$ cat src/hdl/k_way_sorted_merge_core_assert.svh
// Assertion macros for the k-way merge core.
// Included by modules that carry concurrent checks; needs no other file.
`ifndef K_WAY_SORTED_MERGE_CORE_ASSERT_SVH
`define K_WAY_SORTED_MERGE_CORE_ASSERT_SVH

`ifndef SYNTHESIS
// Check a property on a named clock, disabled while the named reset is low.
`define KWM_ASSERT_CLKD(lbl, clk, rst_n, prop, msg) \
    lbl: assert property (@(posedge clk) disable iff (!rst_n) prop) else $error(msg);
// Check a property on the core clock and reset.
`define KWM_ASSERT(lbl, prop, msg) \
    `KWM_ASSERT_CLKD(lbl, i_clk, i_rst_n, prop, msg)
`else
`define KWM_ASSERT_CLKD(lbl, clk, rst_n, prop, msg)
`define KWM_ASSERT(lbl, prop, msg)
`endif

`endif

$ cat src/hdl/kwm_store_ram.sv
// List storage RAM: one write port, one read port with registered data.
// Depends on nothing.
`timescale 1ns / 1ps

module kwm_store_ram #(
    parameter int ADDR_W = 7,
    parameter int DATA_W = 32
) (
    input  logic              i_clk,
    input  logic              i_wr_en,
    input  logic [ADDR_W-1:0] i_wr_addr,
    input  logic [DATA_W-1:0] i_wr_data,
    input  logic              i_rd_en,
    input  logic [ADDR_W-1:0] i_rd_addr,
    output logic [DATA_W-1:0] o_rd_data
);

    logic [DATA_W-1:0] r_mem [1 << ADDR_W];
    logic [DATA_W-1:0] r_rd_data;

    // write port
    always_ff @(posedge i_clk) begin
        if (i_wr_en) begin
            r_mem[i_wr_addr] <= i_wr_data;
        end
    end

    // registered read port
    always_ff @(posedge i_clk) begin
        if (i_rd_en) begin
            r_rd_data <= r_mem[i_rd_addr];
        end
    end

    assign o_rd_data = r_rd_data;

endmodule

$ cat config.mk
export PLATFORM = sky130hd
export DESIGN_NAME = kwm_store_ram
export DESIGN_NICKNAME = d
export VERILOG_FILES = /design/src/hdl/k_way_sorted_merge_core_assert.svh /design/src/hdl/kwm_store_ram.sv
export SDC_FILE = /design/constraint.sdc
export NUM_CORES = 2
export LEC_CHECK = 0
export BUFFER_PORTS_ARGS = -buffer_cell sky130_fd_sc_hd__buf_2
export CORE_AREA = 2 2 563 565
export DETAILED_ROUTE_END_ITERATION = 6
export DIE_AREA = 0 0 565 567
export PLACE_DENSITY = 0.76
export SLEW_MARGIN = 20
export SYNTH_ARGS = -nofsm -noshare
export SYNTH_HDL_FRONTEND = slang
export SYNTH_SLANG_ARGS = --single-unit
$ cat constraint.sdc
create_clock -name i_clk -period 9.2 [get_ports i_clk]
set_input_delay 1.84 -clock i_clk [delete_from_list [all_inputs] [get_ports i_clk]]
set_output_delay 1.84 -clock i_clk [all_outputs]
set_load 0.005 [all_outputs]
==> flow_metrics.tcl <==
set metrics [dict create \
    status "complete, but fails checks" \
    failed_checks "design-rule violations" \
    p_int_mw 30.4 \
    start_kind "input pin" \
    cts_sinks 4128 \
    p_sw_share_pct 21.3 \
    p_comb_share_pct 5.1 \
    asyncSetResetFlopFracSynth_pct 0 \
    clkPwrFrac_pct 41.0 \
    routed_wl_um 442000 \
    worst_hold_path_type "flop to flop" \
    start_util_pct 49.9 \
    crit_slowest_cell "mux4_2" \
    tightest_slew_ns 1.13 \
    cp.required_ns 9.85 \
    portBuffers 80 \
    dp_hpwl_um 209000 \
    drtIter0Drc 14108 \
    avgRoutedWirePerCell_um 40.6 \
    syn-cell-area_sq_um 157000 \
    cts.reportedPaths.clkPinSlew_ns 0.07 \
    switchingPower_mw 8.25 \
    met3_usage_pct 7.26 \
    core.rowCount 206 \
    nets 6383 \
    synth-seq-cells 4128 \
    grt.busiest_layer "met2" \
    cts_setup_buffers 0 \
    ys_types 16 \
    ctsHoldBuffers 0 \
    synth.most_common_cell "edfxtp_1" \
    slowest_delay_ns 0.71 \
    dieArea_sq_um 320000 \
    grt_pass1_vias 75385 \
    viasPerCell 6.90 \
    finalInstanceArea_sq_um 176000 \
    p_per_area_nw_per_um2 219 \
    seq_power_share_pct 53.9 \
    fin_crit_sh_pct 57.0 \
    cpMostUsedCell "mux4_2" \
    grt_use_met1_pct 34.3 \
    synth_top_area_share_pct 79.2 \
    die_height_um 567 \
    route.vias.total 75236 \
    synth_top_cell_by_area "edfxtp_1" \
    ios 81 \
    insertion_delay_ns 0.94 \
    cts_resized 0 \
    area_delta_synth_final_pct 12.6 \
    path_cells "buf_8, buf_12, buf_4, mux4_2, mux4_2, mux4_2, mux2_2" \
    worst_clock_skew_ns 0.0652 \
    layout_setup_ws_ns 3.96 \
    h-tree-depth 5 \
    grt_pass1_wl_um 599000 \
    ys.flop_type "edfxtp_1" \
    grt_setup_unrepaired "no" \
    ant_nets 0 \
    synth_area_leaders "edfxtp_1 79%, mux4_2 19%, clkbuf_1 0.44%, nor2_1 0.29%, buf_2 0.25%" \
    cts.path.max_buffers 4 \
    postPlaceCellArea_sq_um 164000 \
    clockRootBuffer "clkbuf_16" \
    ys_warn_count 0 \
    cap_violations 0 \
    yosys-top-cells-count "4128 x edfxtp_1, 1344 x mux4_2, 182 x clkbuf_1" \
    drtPass1Iterations 7 \
    synth.avg_cell_area_sq_um 26.1 \
    antenna_found_initial 78 \
    hold_violations 0 \
    grt_max_degree 133 \
    cp_max_fo 85 \
    yosysSeqAreaShare_pct 79.2 \
    grt_usage_pct 27.0 \
    synth-edff-count 4128 \
    syn_nets 6039 \
    place_congestion 0.863 \
    core_area_sq_um 314000 \
    clock.fmax_mhz 191 \
    dp_slack_ns 3.18 \
    setup_viol 0 \
    path_class "input pin to flop" \
    drc 5 \
    cts_tree "done" \
    final_max_slew_viol_count 0 \
    use_met2_pct 42.9 \
    slew_headroom_pct 24.6 \
    peakVddDrop_mv 0.165 \
    p_leak_nw 53.5 \
    cts_buffers 374 \
    synthCells 5990 \
    setup-tns-final_ns 0 \
    worstPathArrival_ns 5.89 \
    die_x_um 565 \
    overflow 0 \
    worstSetupEndpointType "flop" \
    fin_crit_ns 5.24 \
    drive_above_1_share_pct 35.2 \
]
[placed cells by master (no fill, tap or decap), drive strengths merged]
master / instances
nand2: 14
nor3: 9
inv: 8
mux4: 1344
mux2: 32
nand2b: 2
bufinv: 44
diode: 103
clkinvlp: 18
nand4: 3
buf: 284
edfxtp: 4128
nor2: 122
clkbuf: 453
clkinv: 158
or3: 1
nor2b: 7
nand3: 12
[power groups by stage]
stage                     sequential, mW  clock, mW  combinational (mW)
after global placement              21.2          0                1.83
after global routing                20.8       16.5                2.01
after detailed placement            21.3          0                1.87
after CTS                           20.9       15.9                1.92
final                               20.9       15.9                1.97
after floorplan                     21.2          0                1.00
[through the flow]
step	hold slack [ns]	std cells	util, %	power (mW)
6_report	1.23	10902	56.2	38.7
5_1_grt	1.25	10882	56.1	39.4
4_1_cts	1.22	10799	56.1	38.7
3_5_place_dp	1.20	10118	52.2	23.1
3_3_place_gp	1.21	10118	52.2	23.1
2_1_floorplan	1.15	5990	-	22.2
[critical path: cells and delay by family]
| kind | cells | cell delay [ns] |
|---|---|---|
| mux | 4 | 2.07 |
| buf+inv | 3 | 1.74 |
[registers in the layout, summed over array words and instances, names as in the netlist]
register / count
r_mem: 4096
o_rd_data: 32
[final cells by class]
cell class              count  area, sq um
repair buffers            284         2350
flip-flops and latches   4128       124000
well taps                4160         5200
multi-input cells        1546        32300
clock inverters           228         2360
diodes                    103          258
fillers                 21229       138000
clock buffers             453         9890
[kinds of logic (layout without fill, tap and decap cells)]
kind of cell,after synthesis,count (layout),synth area share [%]
flip-flops,4128,4128,79.2
other,0,103,0
AND/OR/NAND/NOR,170,170,0.445
buffers and inverters,316,965,0.837
multiplexers,1376,1376,19.6
[routing by layer]
metal / vias up / part of all wire, %
met3: 1114 / 13
li1: 27154 / -
met5: - / 0.064
met2: 7106 / 49
met4: 40 / 6.1
met1: 39822 / 32
[final timing paths]
path / start / end / slack [ns] / cells after the start
worst max-delay path: i_rd_addr[2] / o_rd_data[16] / 3.96 / 7
worst min-delay path: r_mem[124][11] / o_rd_data[11] / 1.23 / 4
worst max register to register: r_mem[61][15] / o_rd_data[15] / 6.30 / 4
worst min register to register: r_mem[124][11] / o_rd_data[11] / 1.23 / 4
Note: power is estimated with default switching activity, not from simulation.
