[config.mk]
export PLATFORM = sky130hd
export DESIGN_NAME = kwm_head_select
export DESIGN_NICKNAME = d
export VERILOG_FILES = /design/src/hdl/k_way_sorted_merge_core_assert.svh /design/src/hdl/kwm_pkg.sv /design/src/hdl/kwm_head_select.sv
export SDC_FILE = /design/constraint.sdc
export NUM_CORES = 1
export LEC_CHECK = 0
export BUFFER_PORTS_ARGS = -buffer_cell sky130_fd_sc_hd__buf_2
export CAP_MARGIN = 30
export CORE_MARGIN = 2
export CORE_UTILIZATION = 45
export DETAILED_ROUTE_END_ITERATION = 10
export PLACE_DENSITY_LB_ADDON = 0.08
export SLEW_MARGIN = 0
export SYNTH_ARGS = -nofsm -noshare
export SYNTH_HDL_FRONTEND = slang
export SYNTH_SLANG_ARGS = --single-unit
[constraint.sdc]
create_clock -name vclk -period 11.35
set_input_delay 1.135 -clock vclk [all_inputs]
set_output_delay 1.135 -clock vclk [all_outputs]
set_load 0.03 [all_outputs]
[src/hdl/k_way_sorted_merge_core_assert.svh]
// Assertion macros for the k-way merge core.
// Included by modules that carry concurrent checks; needs no other file.
`ifndef K_WAY_SORTED_MERGE_CORE_ASSERT_SVH
`define K_WAY_SORTED_MERGE_CORE_ASSERT_SVH

`ifndef SYNTHESIS
// Check a property on a named clock, disabled while the named reset is low.
`define KWM_ASSERT_CLKD(lbl, clk, rst_n, prop, msg) \
    lbl: assert property (@(posedge clk) disable iff (!rst_n) prop) else $error(msg);
// Check a property on the core clock and reset.
`define KWM_ASSERT(lbl, prop, msg) \
    `KWM_ASSERT_CLKD(lbl, i_clk, i_rst_n, prop, msg)
`else
`define KWM_ASSERT_CLKD(lbl, clk, rst_n, prop, msg)
`define KWM_ASSERT(lbl, prop, msg)
`endif

`endif

[src/hdl/kwm_pkg.sv]
// Shared types and constants of the k-way merge core.
// No dependencies.
`timescale 1ns / 1ps

package kwm_pkg;

    localparam int OPCODE_W = 2;
    localparam int INDEX_W  = 3;
    localparam int VALUE_W  = 32;
    localparam int STATUS_W = 2;

    typedef enum logic [OPCODE_W-1:0] {
        OP_APPEND = 2'd0,
        OP_POP    = 2'd1,
        OP_CLEAR  = 2'd2,
        OP_NOP    = 2'd3
    } t_opcode;

    typedef enum logic [STATUS_W-1:0] {
        ST_OK    = 2'd0,
        ST_FULL  = 2'd1,
        ST_EMPTY = 2'd2
    } t_status;

    typedef enum logic [1:0] {
        S_IDLE   = 2'd0,
        S_POP_RD = 2'd1,
        S_POP_WB = 2'd2
    } t_state;

endpackage

[src/hdl/kwm_head_select.sv]
// Minimum tree over the cached list heads; lowest index wins a tie.
// Depends on kwm_pkg for the value width.
`timescale 1ns / 1ps

module kwm_head_select #(
    parameter int NUM_LISTS = 8,
    parameter int LIST_W    = 3
) (
    input  logic [NUM_LISTS-1:0]                    i_valid,
    input  logic signed [kwm_pkg::VALUE_W-1:0]      i_value [NUM_LISTS],
    output logic                                    o_found,
    output logic [LIST_W-1:0]                       o_index,
    output logic signed [kwm_pkg::VALUE_W-1:0]      o_value
);

    localparam int LEAVES = 1 << LIST_W;
    localparam int NODES  = 2 * LEAVES - 1;

    logic                               node_vld [NODES];
    logic [LIST_W-1:0]                  node_idx [NODES];
    logic signed [kwm_pkg::VALUE_W-1:0] node_val [NODES];

    // load leaves; padding leaves stay invalid
    for (genvar l = 0; l < LEAVES; l++) begin : g_leaf
        if (l < NUM_LISTS) begin : g_used
            assign node_vld[LEAVES-1+l] = i_valid[l];
            assign node_val[LEAVES-1+l] = i_value[l];
        end else begin : g_pad
            assign node_vld[LEAVES-1+l] = 1'b0;
            assign node_val[LEAVES-1+l] = '0;
        end
        assign node_idx[LEAVES-1+l] = LIST_W'(l);
    end

    // combine pairs; the left child holds the lower indices
    for (genvar n = 0; n < LEAVES - 1; n++) begin : g_node
        logic take_left;
        assign take_left = node_vld[2*n+1] &&
                           (!node_vld[2*n+2] || (node_val[2*n+1] <= node_val[2*n+2]));
        assign node_vld[n] = node_vld[2*n+1] || node_vld[2*n+2];
        assign node_idx[n] = take_left ? node_idx[2*n+1] : node_idx[2*n+2];
        assign node_val[n] = take_left ? node_val[2*n+1] : node_val[2*n+2];
    end

    assign o_found = node_vld[0];
    assign o_index = node_idx[0];
    assign o_value = node_val[0];

endmodule

==> impl_metrics.toml <==
[status]
status = "finished, final reports clean"

[route]
wire_per_inst_um = 17.56
dr.pass1.iters = 5
ant_nets = 0
vias_per_cell = 5.785
wl_um = 32770
vias = 10794
drc = 0
first_iter_violations = 907

[timing]
finalSetupTns_ns = 0
drv_slew = 0
final.period_utilization_pct = 93.47
period_needed_ns = 10.61
relSlewSlack_pct = 39.41
grt_setup_unrepaired = "false"
final_hold_viol_count = 0
timing.hold.ws_ns = 2.757
tightest_slew_ns = 0.9070
setup_viol = 0
max_freq_mhz = 94.27

[die]
core-area_sq_mm = 0.02017
std_cell_rows = 52
ioPinCount = 300
die_w_um = 147.1
die-height_um = 147.1
initial_core_util_pct = 45.69
dieArea_sq_mm = 0.02164

[min_path]
min_path_type = "in -> out"

[worst_setup_path]
critPathArrivalTime_ns = 9.47
critPathKind = "in -> out"
critPathMaxStageDelay_ns = 0.66
start_kind = "input port"
critical_path.endpoint = "o_value[13]"
crit_path_start = "i_value[159]"
critPathRequiredTime_ns = 10.22
cp_slowest_cell = "nor4_1"
cp_max_fo = 33
endpoint_kind = "output pin"

[power_and_ir_drop]
ir_worst_vdd_uv = 112.8
p_per_area_mw_per_mm2 = 116.7
p_leak_nw = 5.805

[synthesis]
synth_cell_type_count = 64
synth.area.top_cells = "ha_1 (30%), a21oi_1 (9.8%), inv_1 (5.7%), mux2_4 (4.7%), and3_1 (4.4%)"
ys_seq_area_share_pct = 0
yosysWarnings = 0
synth_top_area_cell = "ha_1"
synth_top_cell_area_share_pct = 30.41
synth_area_per_cell_sq_um = 6.863
yosysMostFrequentCell = "ha_1"
synth.top_cells.by_count = "ha_1 (224), a21oi_1 (180), inv_1 (141)"
syn_inst = 1343
syn-num-nets = 1831
synth_area_sq_mm = 0.009216

[grt]
track_usage_pct = 28.49
grt_max_degree = 50
overflow = 0
antenna_found_initial = 3
grt_pass1_wl_um = 50850
grt_pass1_vias = 9855

[finish]
layout.nets = 2082
areaGrowthSynthToFinish_pct = 19.39
drive_gt1_share_pct = 22.93
nFlopsAndLatches = 0
nClkBuffers = 0
seq_area_sq_um = 0

[place]
gp_congestion = 0.9797
portBuffers = 300
hpwlAfterDp_um = 28980

[flow_run]
max-cap-violations = 0
[what timing repair did]
| action | CTS | global route |
|---|---|---|
| endpoints found under the setup margin | 0 | 25 |
| buffers inserted | 0 | 0 |
| hold endpoints to repair | 0 | 0 |
| hold buffers | 0 | 0 |
| resized for setup | 0 | 0 |
[cell type report]
class,count,area [sq um]
Tap cell,270,337.8
Timing Repair Buffer,320,1672
Multi-Input combinational cell,1130,8451
Fill cell,2104,9166
Antenna cell,4,10.01
Inverter,142,533.0
[kinds of logic after synthesis]
| family | share of synthesized area, % |
|---|---|
| AO/OA/AOI/OAI | 32.20 |
| adder cells (fa/ha/maj) | 30.41 |
| buffers and inverters | 9.014 |
| multiplexers | 5.186 |
| AND/OR/NAND/NOR | 23.19 |
[through the flow]
step	std cells	setup slack [ns]	utilization (%)	cell area [sq um]	total power, mW
after floorplan	1343	2.167	-	9216	0.8883
after global placement	1860	0.7428	54.31	10950	1.256
after detailed placement	1860	0.6377	54.31	10950	1.264
after CTS	1860	0.6502	54.31	10950	1.269
after global routing	1865	0.07433	54.54	11000	1.402
final	1866	0.7417	54.55	11000	1.284
[power breakdown]
part	internal (mW)	total, mW	switching (mW)
clock	0.0000000472	0.0000000472	0
combinational	0.459	1.28	0.825
sequential	0	0	0
[cells in the final DEF, fill, tap and decap left out, types with 3 or more instances in the layout]
cell type | Yosys | routed
a211oi_1 | 40 | 40
a21o_1 | 14 | 14
mux2_4 | 29 | 29
o21ai_0 | 50 | 50
buf_2 | 4 | 300
o21a_1 | 8 | 8
nor3_1 | 39 | 39
or2_2 | 3 | 3
and3_1 | 65 | 65
o31ai_1 | 34 | 34
inv_1 | 141 | 141
o211ai_1 | 13 | 13
nand3_1 | 22 | 20
ha_1 | 224 | 224
buf_4 | 0 | 19
a221oi_1 | 38 | 38
nand2_1 | 87 | 87
or2_1 | 32 | 32
a31oi_1 | 5 | 4
a21oi_1 | 180 | 179
nor2_1 | 88 | 88
a22oi_1 | 3 | 3
nor4_1 | 6 | 6
diode_2 | 0 | 4
and4_1 | 12 | 12
o32ai_1 | 32 | 32
o21ai_1 | 6 | 6
nand4_1 | 42 | 42
nor2b_1 | 11 | 10
[worst max-delay path: cells and delay by family]
family / cells / cell delay, ns
compound gates: 13 / 3.91
simple gates: 8 / 2.25
buf+inv: 5 / 1.15
fa+ha+maj: 3 / 0.99
[how the worst min path moves through the flow]
stage | from | endpoint | cells after the start
6_report | i_valid[7] | o_found | 4
5_1_grt | i_valid[7] | o_found | 4
4_1_cts | i_valid[7] | o_found | 4
3_5_place_dp | i_valid[7] | o_found | 4
3_3_place_gp | i_valid[7] | o_found | 4
2_1_floorplan | i_valid[2] | o_found | 2
[metal layers]
metal | global-route usage (%) | part of all wire [%]
met2 | 41.52 | 40
met3 | 2.360 | 7.3
met1 | 44.98 | 51
met4 | 6.010 | 2.3
met5 | 0 | 0
No activity file was read; power rests on OpenSTA's default activity.
